--- config.mk ---
export PLATFORM = sky130hd
export DESIGN_NAME = multi_slot_software_timer_table
export DESIGN_NICKNAME = d
export VERILOG_FILES = /design/src/design/mstt_pkg.sv /design/src/design/mstt_ctrl.sv /design/src/design/mstt_dp.sv /design/src/design/multi_slot_software_timer_table.sv
export SDC_FILE = /design/constraint.sdc
export NUM_CORES = 2
export LEC_CHECK = 0
export BUFFER_PORTS_ARGS = -buffer_cell sky130_fd_sc_hd__buf_2
export CORE_MARGIN = 5
export CORE_UTILIZATION = 60
export DETAILED_ROUTE_END_ITERATION = 16
export PLACE_DENSITY = 0.77
export SLEW_MARGIN = 20
export SYNTH_ARGS = -nofsm -noshare
export SYNTH_HDL_FRONTEND = slang
export SYNTH_SLANG_ARGS = --single-unit
--- constraint.sdc ---
create_clock -name clk -period 20.1 [get_ports clk]
set_clock_uncertainty 0.1 [all_clocks]
set_input_delay 4.02 -clock clk [delete_from_list [all_inputs] [get_ports clk]]
set_output_delay 4.02 -clock clk [all_outputs]
set_load 0.01 [all_outputs]
--- src/design/mstt_pkg.sv ---
package mstt_pkg;

  localparam int SLOTS      = 16;
  localparam int SLOT_W     = 4;
  localparam int CNT_W      = 32;
  localparam int OWNER_W    = 32;
  localparam int CMD_W      = 3;
  localparam int IN_DATA_W  = 104;
  localparam int OUT_DATA_W = 40;

  typedef enum logic [CMD_W-1:0] {
    CMD_TICK       = 3'd0,
    CMD_CREATE     = 3'd1,
    CMD_START      = 3'd2,
    CMD_SET_PERIOD = 3'd3,
    CMD_RELOAD     = 3'd4,
    CMD_STOP       = 3'd5,
    CMD_DESTROY    = 3'd6
  } cmd_t;

  typedef enum logic [1:0] {
    STS_OK         = 2'd0,
    STS_NOT_IN_USE = 2'd1,
    STS_FULL       = 2'd2
  } status_t;

  typedef enum logic [2:0] {
    S_IDLE,
    S_EXEC,
    S_FIRE,
    S_SCAN,
    S_DONE
  } fsm_state_t;

  typedef struct packed {
    logic capture;
    logic exec;
    logic scan_step;
    logic send_fire;
    logic send_status;
  } dp_cmd_t;

  typedef struct packed {
    logic [CMD_W-1:0] cmd;
    logic             emit_ok;
    logic             scan_fire;
    logic             scan_last;
    logic             start_fire;
  } dp_stat_t;

endpackage

--- src/design/mstt_ctrl.sv ---
module mstt_ctrl (
  input  logic               clk,
  input  logic               rst,
  input  logic               s_tvalid,
  output logic               s_tready,
  input  mstt_pkg::dp_stat_t stat,
  output mstt_pkg::dp_cmd_t  cmd
);
  import mstt_pkg::*;

  fsm_state_t state;
  fsm_state_t state_next;

  always_ff @(posedge clk) begin
    if (rst) begin
      state <= S_IDLE;
    end else begin
      state <= state_next;
    end
  end

  always_comb begin
    state_next = state;
    s_tready   = 1'b0;
    cmd        = '0;
    case (state)
      S_IDLE: begin
        s_tready = 1'b1;
        if (s_tvalid) begin
          cmd.capture = 1'b1;
          state_next  = S_EXEC;
        end
      end
      S_EXEC: begin
        if (stat.cmd == CMD_TICK) begin
          state_next = S_SCAN;
        end else begin
          cmd.exec   = 1'b1;
          state_next = stat.start_fire ? S_FIRE : S_DONE;
        end
      end
      S_FIRE: begin
        if (stat.emit_ok) begin
          cmd.send_fire = 1'b1;
          state_next    = S_DONE;
        end
      end
      S_SCAN: begin
        if (!stat.scan_fire || stat.emit_ok) begin
          cmd.scan_step = 1'b1;
          if (stat.scan_last) begin
            state_next = S_DONE;
          end
        end
      end
      S_DONE: begin
        if (stat.emit_ok) begin
          cmd.send_status = 1'b1;
          state_next      = S_IDLE;
        end
      end
      default: begin
        state_next = S_IDLE;
      end
    endcase
  end

  a_load_when_free: assert property (@(posedge clk) disable iff (rst)
    (cmd.send_fire || cmd.send_status || (cmd.scan_step && stat.scan_fire)) |-> stat.emit_ok)
    else $error("Result item loaded while the output register is held.");

  a_accept_to_exec: assert property (@(posedge clk) disable iff (rst)
    (s_tvalid && s_tready) |=> (state == S_EXEC))
    else $error("Accepted item did not move to execution.");

  a_status_ends: assert property (@(posedge clk) disable iff (rst)
    cmd.send_status |=> (state == S_IDLE))
    else $error("Final item sent without returning to idle.");

endmodule

--- src/design/mstt_dp.sv ---
module mstt_dp (
  input  logic                           clk,
  input  logic                           rst,
  input  logic [mstt_pkg::IN_DATA_W-1:0] s_tdata,
  input  logic [mstt_pkg::CMD_W-1:0]     s_tuser,
  output logic                           m_tvalid,
  input  logic                           m_tready,
  output logic [mstt_pkg::OUT_DATA_W-1:0] m_tdata,
  output logic                           m_tlast,
  output logic                           m_tuser,
  input  mstt_pkg::dp_cmd_t              cmd,
  output mstt_pkg::dp_stat_t             stat
);
  import mstt_pkg::*;

  logic [CMD_W-1:0]   cmd_r;
  logic [SLOT_W-1:0]  slot_r;
  logic [OWNER_W-1:0] owner_in;
  logic [CNT_W-1:0]   period_in;
  logic [CNT_W-1:0]   delay_in;
  logic               single_in;
  logic               immediate_in;
  logic               now_in;
  logic [SLOT_W-1:0]  idx;
  status_t            status_r;
  logic [SLOT_W-1:0]  slot_res;

  logic [SLOTS-1:0]   in_use;
  logic [OWNER_W-1:0] owner_mem  [SLOTS];
  logic [CNT_W-1:0]   period_mem [SLOTS];
  logic [CNT_W-1:0]   delay_mem  [SLOTS];
  logic [CNT_W-1:0]   cnt_mem    [SLOTS];
  logic               once_mem   [SLOTS];
  logic               fas_mem    [SLOTS];

  logic               out_valid;
  logic               out_kind;
  status_t            out_status;
  logic [SLOT_W-1:0]  out_slot;
  logic [OWNER_W-1:0] out_owner;
  logic               out_last;

  logic [SLOT_W-1:0]  addr;
  logic [OWNER_W-1:0] rd_owner;
  logic [CNT_W-1:0]   rd_period;
  logic [CNT_W-1:0]   rd_delay;
  logic [CNT_W-1:0]   rd_cnt;
  logic               rd_once;
  logic               rd_fas;
  logic               rd_used;
  logic [CNT_W-1:0]   dec;
  logic               run;
  logic               expire;
  logic               scan_fire;
  logic               full;
  logic [SLOT_W-1:0]  free_slot;
  logic               emit_ok;
  logic               load_fire;

  assign addr      = (cmd_r == CMD_TICK) ? idx : slot_r;
  assign rd_owner  = owner_mem[addr];
  assign rd_period = period_mem[addr];
  assign rd_delay  = delay_mem[addr];
  assign rd_cnt    = cnt_mem[addr];
  assign rd_once   = once_mem[addr];
  assign rd_fas    = fas_mem[addr];
  assign rd_used   = in_use[addr];

  assign dec       = rd_cnt - CNT_W'(1);
  assign run       = rd_used && (rd_cnt != '0);
  assign expire    = run && (dec == '0);
  assign scan_fire = expire && ((rd_delay != '0) ? rd_fas : 1'b1);

  assign full = &in_use;

  always_comb begin
    free_slot = '0;
    for (int i = SLOTS - 1; i >= 0; i--) begin
      if (!in_use[i]) begin
        free_slot = SLOT_W'(i);
      end
    end
  end

  assign emit_ok   = !out_valid || m_tready;
  assign load_fire = cmd.send_fire || (cmd.scan_step && scan_fire);

  assign stat.cmd        = cmd_r;
  assign stat.emit_ok    = emit_ok;
  assign stat.scan_fire  = scan_fire;
  assign stat.scan_last  = (idx == SLOT_W'(SLOTS - 1));
  assign stat.start_fire = (cmd_r == CMD_START) && rd_used && (rd_delay == '0) && rd_fas;

  always_ff @(posedge clk) begin
    if (cmd.capture) begin
      cmd_r        <= s_tuser;
      slot_r       <= s_tdata[3:0];
      owner_in     <= s_tdata[35:4];
      period_in    <= s_tdata[67:36];
      delay_in     <= s_tdata[99:68];
      single_in    <= s_tdata[100];
      immediate_in <= s_tdata[101];
      now_in       <= s_tdata[102];
    end
  end

  always_ff @(posedge clk) begin
    if (cmd.capture) begin
      idx      <= '0;
      status_r <= STS_OK;
      slot_res <= '0;
    end else if (cmd.scan_step) begin
      idx <= idx + SLOT_W'(1);
    end else if (cmd.exec) begin
      case (cmd_r)
        CMD_CREATE: begin
          if (full) begin
            status_r <= STS_FULL;
          end else begin
            slot_res <= free_slot;
          end
        end
        CMD_START, CMD_SET_PERIOD, CMD_RELOAD, CMD_STOP, CMD_DESTROY: begin
          if (!rd_used) begin
            status_r <= STS_NOT_IN_USE;
          end
        end
        default: begin
        end
      endcase
    end
  end

  always_ff @(posedge clk) begin
    if (rst) begin
      in_use <= '0;
    end else if (cmd.exec) begin
      if (cmd_r == CMD_CREATE && !full) begin
        in_use[free_slot] <= 1'b1;
      end else if (cmd_r == CMD_DESTROY) begin
        in_use[slot_r] <= 1'b0;
      end
    end
  end

  always_ff @(posedge clk) begin
    if (cmd.scan_step && run) begin
      if (!expire) begin
        cnt_mem[addr] <= dec;
      end else if (rd_delay != '0) begin
        cnt_mem[addr]   <= rd_period;
        delay_mem[addr] <= '0;
      end else begin
        cnt_mem[addr] <= rd_once ? '0 : rd_period;
      end
    end else if (cmd.exec) begin
      case (cmd_r)
        CMD_CREATE: begin
          if (!full) begin
            owner_mem[free_slot]  <= owner_in;
            period_mem[free_slot] <= period_in;
            delay_mem[free_slot]  <= delay_in;
            once_mem[free_slot]   <= single_in;
            fas_mem[free_slot]    <= immediate_in;
            cnt_mem[free_slot]    <= '0;
          end
        end
        CMD_START: begin
          if (rd_used) begin
            cnt_mem[addr] <= (rd_delay != '0) ? rd_delay : rd_period;
          end
        end
        CMD_SET_PERIOD: begin
          if (rd_used) begin
            period_mem[addr] <= period_in;
            if (now_in) begin
              cnt_mem[addr] <= period_in;
            end
          end
        end
        CMD_RELOAD: begin
          if (rd_used) begin
            cnt_mem[addr] <= rd_period;
          end
        end
        CMD_STOP: begin
          if (rd_used) begin
            cnt_mem[addr] <= '0;
          end
        end
        default: begin
        end
      endcase
    end
  end

  always_ff @(posedge clk) begin
    if (rst) begin
      out_valid <= 1'b0;
    end else if (load_fire || cmd.send_status) begin
      out_valid <= 1'b1;
    end else if (m_tready) begin
      out_valid <= 1'b0;
    end
  end

  always_ff @(posedge clk) begin
    if (load_fire) begin
      out_kind   <= 1'b1;
      out_status <= STS_OK;
      out_slot   <= addr;
      out_owner  <= rd_owner;
      out_last   <= 1'b0;
    end else if (cmd.send_status) begin
      out_kind   <= 1'b0;
      out_status <= status_r;
      out_slot   <= slot_res;
      out_owner  <= '0;
      out_last   <= 1'b1;
    end
  end

  assign m_tvalid = out_valid;
  assign m_tuser  = out_kind;
  assign m_tlast  = out_last;
  assign m_tdata  = {2'b00, out_owner, out_slot, out_status};

  a_last_is_status: assert property (@(posedge clk) disable iff (rst)
    (out_valid && out_last) |-> (!out_kind && out_owner == '0))
    else $error("Final item carries a fire event.");

  a_fire_not_last: assert property (@(posedge clk) disable iff (rst)
    (out_valid && out_kind) |-> (!out_last && out_status == STS_OK))
    else $error("Fire event marked as final or with a status.");

endmodule

--- src/design/multi_slot_software_timer_table.sv ---
// Timer table with sixteen slots, driven by one command item at a time. Every command
// item yields one final status item (tlast set); a start may first yield one fire event,
// and a tick yields one fire event, in slot order, for each slot that expires, except a
// slot ending its delay without the immediate flag. A tick is accepted, set up, walks the
// slot table one slot at a time through its single read port, and ends with the final
// item. Other commands are accepted, executed, may send one fire event, and end with the
// final item. A result item not taken downstream holds the output register and stalls the
// scan only when another item must be sent. No clearing pass is needed after reset.
module multi_slot_software_timer_table (
  input  logic                            clk,
  input  logic                            rst,
  input  logic                            s_tvalid,
  output logic                            s_tready,
  // slot, owner, period, delay, once, immediate, now, zero fill
  input  logic [mstt_pkg::IN_DATA_W-1:0]  s_tdata,
  // cmd
  input  logic [mstt_pkg::CMD_W-1:0]      s_tuser,
  output logic                            m_tvalid,
  input  logic                            m_tready,
  // status, slot_out, owner_out, zero fill
  output logic [mstt_pkg::OUT_DATA_W-1:0] m_tdata,
  output logic                            m_tlast,
  // kind
  output logic                            m_tuser
);
  import mstt_pkg::*;

  dp_cmd_t  cmd;
  dp_stat_t stat;

  mstt_ctrl u_ctrl (
    .clk      (clk),
    .rst      (rst),
    .s_tvalid (s_tvalid),
    .s_tready (s_tready),
    .stat     (stat),
    .cmd      (cmd)
  );

  mstt_dp u_dp (
    .clk      (clk),
    .rst      (rst),
    .s_tdata  (s_tdata),
    .s_tuser  (s_tuser),
    .m_tvalid (m_tvalid),
    .m_tready (m_tready),
    .m_tdata  (m_tdata),
    .m_tlast  (m_tlast),
    .m_tuser  (m_tuser),
    .cmd      (cmd),
    .stat     (stat)
  );

endmodule

* Word level (Yosys, flattened, before mapping) *
Memories as Yosys holds them, arrays and structs flattened.
Cells that the tools add are included.

word-level totals
  register bits = 176
  memory bits (writable) = 2080
  input bits = 111
  output and inout port bits = 44
  memories = 6

memories
  name             words  width  rd ports  clocked after Yosys merged registers in  write ports  RTL line       text
  u_dp.cnt_mem     16     32     1         0                                        1            mstt_dp.sv:32  logic [CNT_W-1:0] cnt_mem [SLOTS];
  u_dp.delay_mem   16     32     1         0                                        1            mstt_dp.sv:31  logic [CNT_W-1:0] delay_mem [SLOTS];
  u_dp.owner_mem   16     32     1         0                                        1            mstt_dp.sv:29  logic [OWNER_W-1:0] owner_mem [SLOTS];
  u_dp.period_mem  16     32     1         0                                        1            mstt_dp.sv:30  logic [CNT_W-1:0] period_mem [SLOTS];
  u_dp.fas_mem     16     1      1         0                                        1            mstt_dp.sv:34  logic fas_mem [SLOTS];
  u_dp.once_mem    16     1      1         0                                        1            mstt_dp.sv:33  logic once_mem [SLOTS];

cells by class
  add/subtract/negate cells = 2
  magnitude comparators = 5
  eq/ne operators = 18
  muxes and demuxes = 109
  bitwise gates (word level) = 11
  reduce and logical (&&, ||, !) cells = 37

operator list
  cell                                                    number
  2-to-1 mux 32 bit                                       13
  OR reduction 32 bit                                     3
  2-to-1 mux 4 bit                                        22
  zero test 32 bit                                        2
  nonzero test 32 bit                                     2
  2-to-1 mux 1 bit                                        58
  2-to-1 mux 16 bit                                       2
  subtractor 32 x 1 -> 32 bit (second input constant)     1
  2-to-1 mux 3 bit                                        7
  bitwise AND 16 bit                                      1
  inverter 16 bit                                         1
  OR 16 bit                                               1
  AND reduction 16 bit                                    1
  < comparator 4 x 5 -> 1 bit (second input constant)     3
  case mux 3 bit (5 select lines)                         1
  == test 3 x 2 -> 1 bit (second input constant)          4
  == test 3 bit (second input constant)                   4
  logical AND 1 bit                                       11
  AND reduction 5 bit                                     2
  demux 1 bit (select 4 bit)                              2
  >= comparator 4 x 1 -> 1 bit (second input constant)    2
  inequality test 2 x 1 -> 1 bit (second input constant)  4
  nonzero test 2 bit                                      4
  == test 3 x 1 -> 1 bit (second input constant)          2
  14 further kinds                                        29

* Logic depth before layout (Yosys ltp) *
  word-level depth = 22
  depth in mapped cells = 23
  mapped depth without buffers = 16

* By module *
A second synthesis with hierarchy kept.

unflattened totals
  cell total of the unflattened synthesis = 6748
  area, all modules = 94200.3 um^2

by module, submodules not included
  module     instances  cells an instance  area an instance (um^2)
  mstt_dp    1          6713               93932.6
  mstt_ctrl  1          35                 267.8

* Worst setup path before layout *
No wires, ideal clock.

  path kind = input-to-reg
  start point = input s_tvalid
  end point = register u_dp.cmd_r[0] (enable)
  setup time = 0.513 ns
  arrival = 7.224 ns
  setup slack = 12.263 ns
  cell stages on the path = 2
  buffers on the path = 1
  cells stage by stage = and2_1 -> clkbuf_1

RTL lines
  item                    RTL line                               text
  start: declaration      multi_slot_software_timer_table.sv:12  input logic s_tvalid,
  end signal: assignment  mstt_dp.sv:96                          cmd_r <= s_tuser;
  end: declaration        mstt_dp.sv:16                          logic [CMD_W-1:0] cmd_r;

* Worst setup path after layout *
  start point = register u_dp.cmd_r[1]
  end point = memory u_dp.cnt_mem[15][28] (enable)

on the way
  word-level cells in the longest chain between the ends = 21
  elaborated cells on any way between the ends = 69
  classes of those cells = add/sub: 1; eq/ne: 5; mux: 43; bitwise: 6; reduce/logical: 11; memory: 3

RTL lines
  item                                                                                 RTL line                        text
  zero test 3 bit                                                                      mstt_ctrl.sv:35, mstt_dp.sv:60
  2-to-1 mux 4 bit                                                                     mstt_dp.sv:60                   assign addr = (cmd_r == CMD_TICK) ? idx : slot_r;
  memory read (16 x 32 bit) or binary-select mux 1 bit (select 4 bit) (tied branches)  --
  subtractor 32 x 1 -> 32 bit, or another cell as far along                            mstt_dp.sv:69                   assign dec = rd_cnt - CNT_W'(1);
  zero test 32 bit or logical AND 1 bit (tied branches)                                mstt_dp.sv:71, mstt_dp.sv:70
  logical AND 1 bit                                                                    mstt_dp.sv:71                   assign expire = run && (dec == '0);
  logical AND 1 bit                                                                    mstt_dp.sv:72                   assign scan_fire = expire && ((rd_delay != '0) ? rd_fas : 1'b1);
  zero test 1 bit                                                                      mstt_ctrl.sv:49                 if (!stat.scan_fire || stat.emit_ok) begin
  logical OR 1 bit                                                                     mstt_ctrl.sv:49
  2-to-1 mux 1 bit                                                                     mstt_ctrl.sv:49
  2-to-1 mux 1 bit                                                                     mstt_ctrl.sv:26                 case (state)
  logical AND 1 bit                                                                    mstt_dp.sv:147                  if (cmd.scan_step && run) begin
  2-to-1 mux 1 bit                                                                     mstt_dp.sv:147
  2-to-1 mux 1 bit (on tied branches)                                                  mstt_dp.sv:149, mstt_dp.sv:151
  OR 1 bit (no line) (6 in series)                                                     --
  2-to-1 mux 1 bit (no line)                                                           --
  end: declaration                                                                     mstt_dp.sv:32

Parallel ways exist; a longest one is shown, timed or not. The select of a mux whose other input is x is not followed.

==> impl_metrics.py <==
metrics = {
    "floorplan": {
        "ios": 155,
        "core_um2": 156000,
        "die_w_um": 405.7,
        "start_util": 0.6022,
        "rows": 145,
        "die_y_um": 405.7,
        "die-area_um2": 164600,
    },
    "synth": {
        "synth.avg_cell_area_um2": 13.81,
        "synthFlopType": "edfxtp_1",
        "synth_top_area_cell": "edfxtp_1",
        "synth_edf_count": 2222,
        "ys_ff_latch": 2256,
        "syn_inst": 6804,
        "netlist.area_leader.share": 0.7102,
        "yosysUniqueCellTypes": 102,
        "yosys-top-cells-area": "edfxtp_1 (71%), nand2_1 (6.3%), nand3_1 (3.3%)",
        "yosys.cell_count.top_type": "edfxtp_1",
        "ys_seq_area_frac": 0.7174,
        "yosys_warnings": 0,
        "syn_area_um2": 93950,
        "ys_top_cells_by_count": "edfxtp_1 (2,222), nand2_1 (1,582), nand3_1 (625)",
        "async_flop_share": 0,
    },
    "timing": {
        "worst_slack_ns": 10.45,
        "max_freq_mhz": 103.6,
        "relSlewSlack": 0.1223,
        "hold_violations": 0,
        "final.min_clock_period_ns": 9.650,
        "setup_viol": 0,
        "slew_viol_final": 0,
        "rsz0062_at_grt": "false",
        "worst_slew_pin_slew_ns": 1.317,
        "hold_slack_ns": 0.3657,
        "setup_tns_ns": 0,
        "fin_crit_sh": 0.4801,
    },
    "grt": {
        "grt_pass1_vias": 59469,
        "grt_overflow": 0,
        "antenna_found_initial": 12,
        "grt_first_pass_wirelength_mm": 383.1,
        "grt_max_degree": 218,
        "grt_usage": 0.3157,
    },
    "clock_network": {
        "clk_pin_slew_ns": 0.06,
        "postCtsSetupRepairBufs": 0,
        "hold_buffers": 0,
        "root_buffer": "clkbuf_16",
        "cts_buffers": 215,
        "numClockSinks": 2256,
        "cts_max_level": 4,
        "cts_tree": "built",
        "clock_path_buffers": 3,
        "clk_latency_ns": 0.88,
        "cts-resized-gates": 0,
    },
    "final_layout": {
        "drive_above_1_share": 0.1287,
        "nNetsFinal": 6979,
        "area_delta_synth_final_pct": 10.72,
        "multi_input_area_um2": 24930,
        "num-fill-cells": 10335,
        "utilization": 0.6667,
        "seq_area_um2": 67410,
    },
    "routing": {
        "wl_per_cell_um": 28.87,
        "drt-initial-drc-count": 9133,
        "drt_wl_total_mm": 263.1,
        "vias": 61844,
        "postRouteAntennaNets": 0,
        "drc_errors": 0,
        "drt-vias-per-instance": 6.787,
        "drt_first_pass_iters": 6,
    },
    "pwr": {
        "p_leak_nw": 34.62,
        "fin_total_pwr_mw": 11.17,
        "powerDensity_nw_per_um2": 107.4,
        "vdd_drop_max_mv": 0.08781,
    },
    "setup_path": {
        "critPathCaptureType": "flip-flop",
        "crit_slowest_cell": "or4b_1",
        "crit_top_cell": "buf_4",
        "r2r_slack_ns": 10.45,
        "critical_path_class": "flip-flop to flip-flop",
        "start_kind": "flip-flop",
        "slowest_delay_ns": 0.86,
        "crit_arrival_ns": 10.02,
        "cp_max_fo": 141,
        "required_ns": 20.47,
        "path_cells": "buf_4 -> or4b_1 -> nand2_8 -> buf_12 -> buf_4 -> buf_4 -> nand3_1 -> a32o_1 -> a221oi_1 -> nand4_1 -> nor4_2 -> nand2_1 -> a21oi_1 -> nand4b_2 -> a31oi_4 -> nor3_2 -> buf_4",
    },
    "placed_design": {
        "portBuffers": 151,
        "hpwl_mm": 142.6,
        "gp_congestion": 0.9430,
        "post-place-ws_ns": 10.46,
    },
    "min_path": {
        "hp-class": "flip-flop to flip-flop",
    },
    "run": {
        "maxCapViolCount": 0,
    },
    "outcome": {
        "status": "complete, no violations",
    },
}
power by group:
part	internal (mW)	switching (mW)	total, mW
registers	5.41	0.101	5.51
logic	0.476	1.26	1.73
clock network	2.16	1.76	3.93
worst paths after layout:
check	from	cells past startpoint	endpoint
setup / recovery	u_dp.cmd_r[1]	17	u_dp.cnt_mem[15][28]
hold / removal	u_dp.m_tuser	2	u_dp.m_tuser
setup reg to reg	u_dp.cmd_r[1]	17	u_dp.cnt_mem[15][28]
hold reg to reg	u_dp.m_tuser	2	u_dp.m_tuser
stage by stage:
step / instance area (µm²) / cells
global placement: 97090 / 8704
floorplan: 93960 / 6805
finish: 104000 / 9112
global route: 104000 / 9107
detailed placement: 97100 / 8704
CTS: 104000 / 9104
state kept, by name, indices dropped and copies added (netlist names), 32 cells and up:
register	cells
u_dp.cnt_mem	512
u_dp.delay_in	32
u_dp.delay_mem	512
u_dp.out_owner	32
u_dp.owner_in	32
u_dp.owner_mem	512
u_dp.period_in	32
u_dp.period_mem	512
metal layers:
layer / vias to the layer above / GRT usage / routed length (µm)
li1: 26068 / - / -
met1: 30468 / 0.4302 / 93960
met2: 4510 / 0.4841 / 121500
met3: 786 / 0.07357 / 33240
met4: 12 / 0.1589 / 14280
met5: - / 0 / 76
worst max-delay path: cells and delay by family (launching register included):
family          cells  cell delay, ns
buf+inv             5            2.88
flops               1            0.38
compound gates      4            2.23
simple gates        8            3.41
cells in the final DEF (no fill, tap or decap), types with 88 or more instances in the layout:
master	n
clkbuf_16	217
nand3_1	625
buf_2	151
nand2_1	1579
mux2i_1	207
and3_1	196
a311oi_1	172
buf_4	149
o21ai_0	116
mux4_2	111
a211oi_1	88
edfxtp_1	2222
cell type report:
type                       instances  area share
multi-input combinational       4042      0.2397
antenna                            6   0.0001443
sequential                      2256      0.6481
timing repair buffer             311     0.01989
inverter                          39    0.001431
clock buffer                     273     0.05451
clock inverter                   127     0.01151
tap                             2058     0.02475
cell families after synthesis:
kind of cell | Yosys count | share of synthesized area
AO/OA/AOI/OAI | 862 | 0.06925
XOR/XNOR | 22 | 0.002051
adder cells (fa/ha/maj) | 3 | 0.0003996
buffers and inverters | 507 | 0.02307
flip-flops | 2256 | 0.7174
multiplexers | 360 | 0.05368
other | 1 | 0.00003991
AND/OR/NAND/NOR | 2793 | 0.1341
No activity file was read; power rests on OpenSTA's default activity.
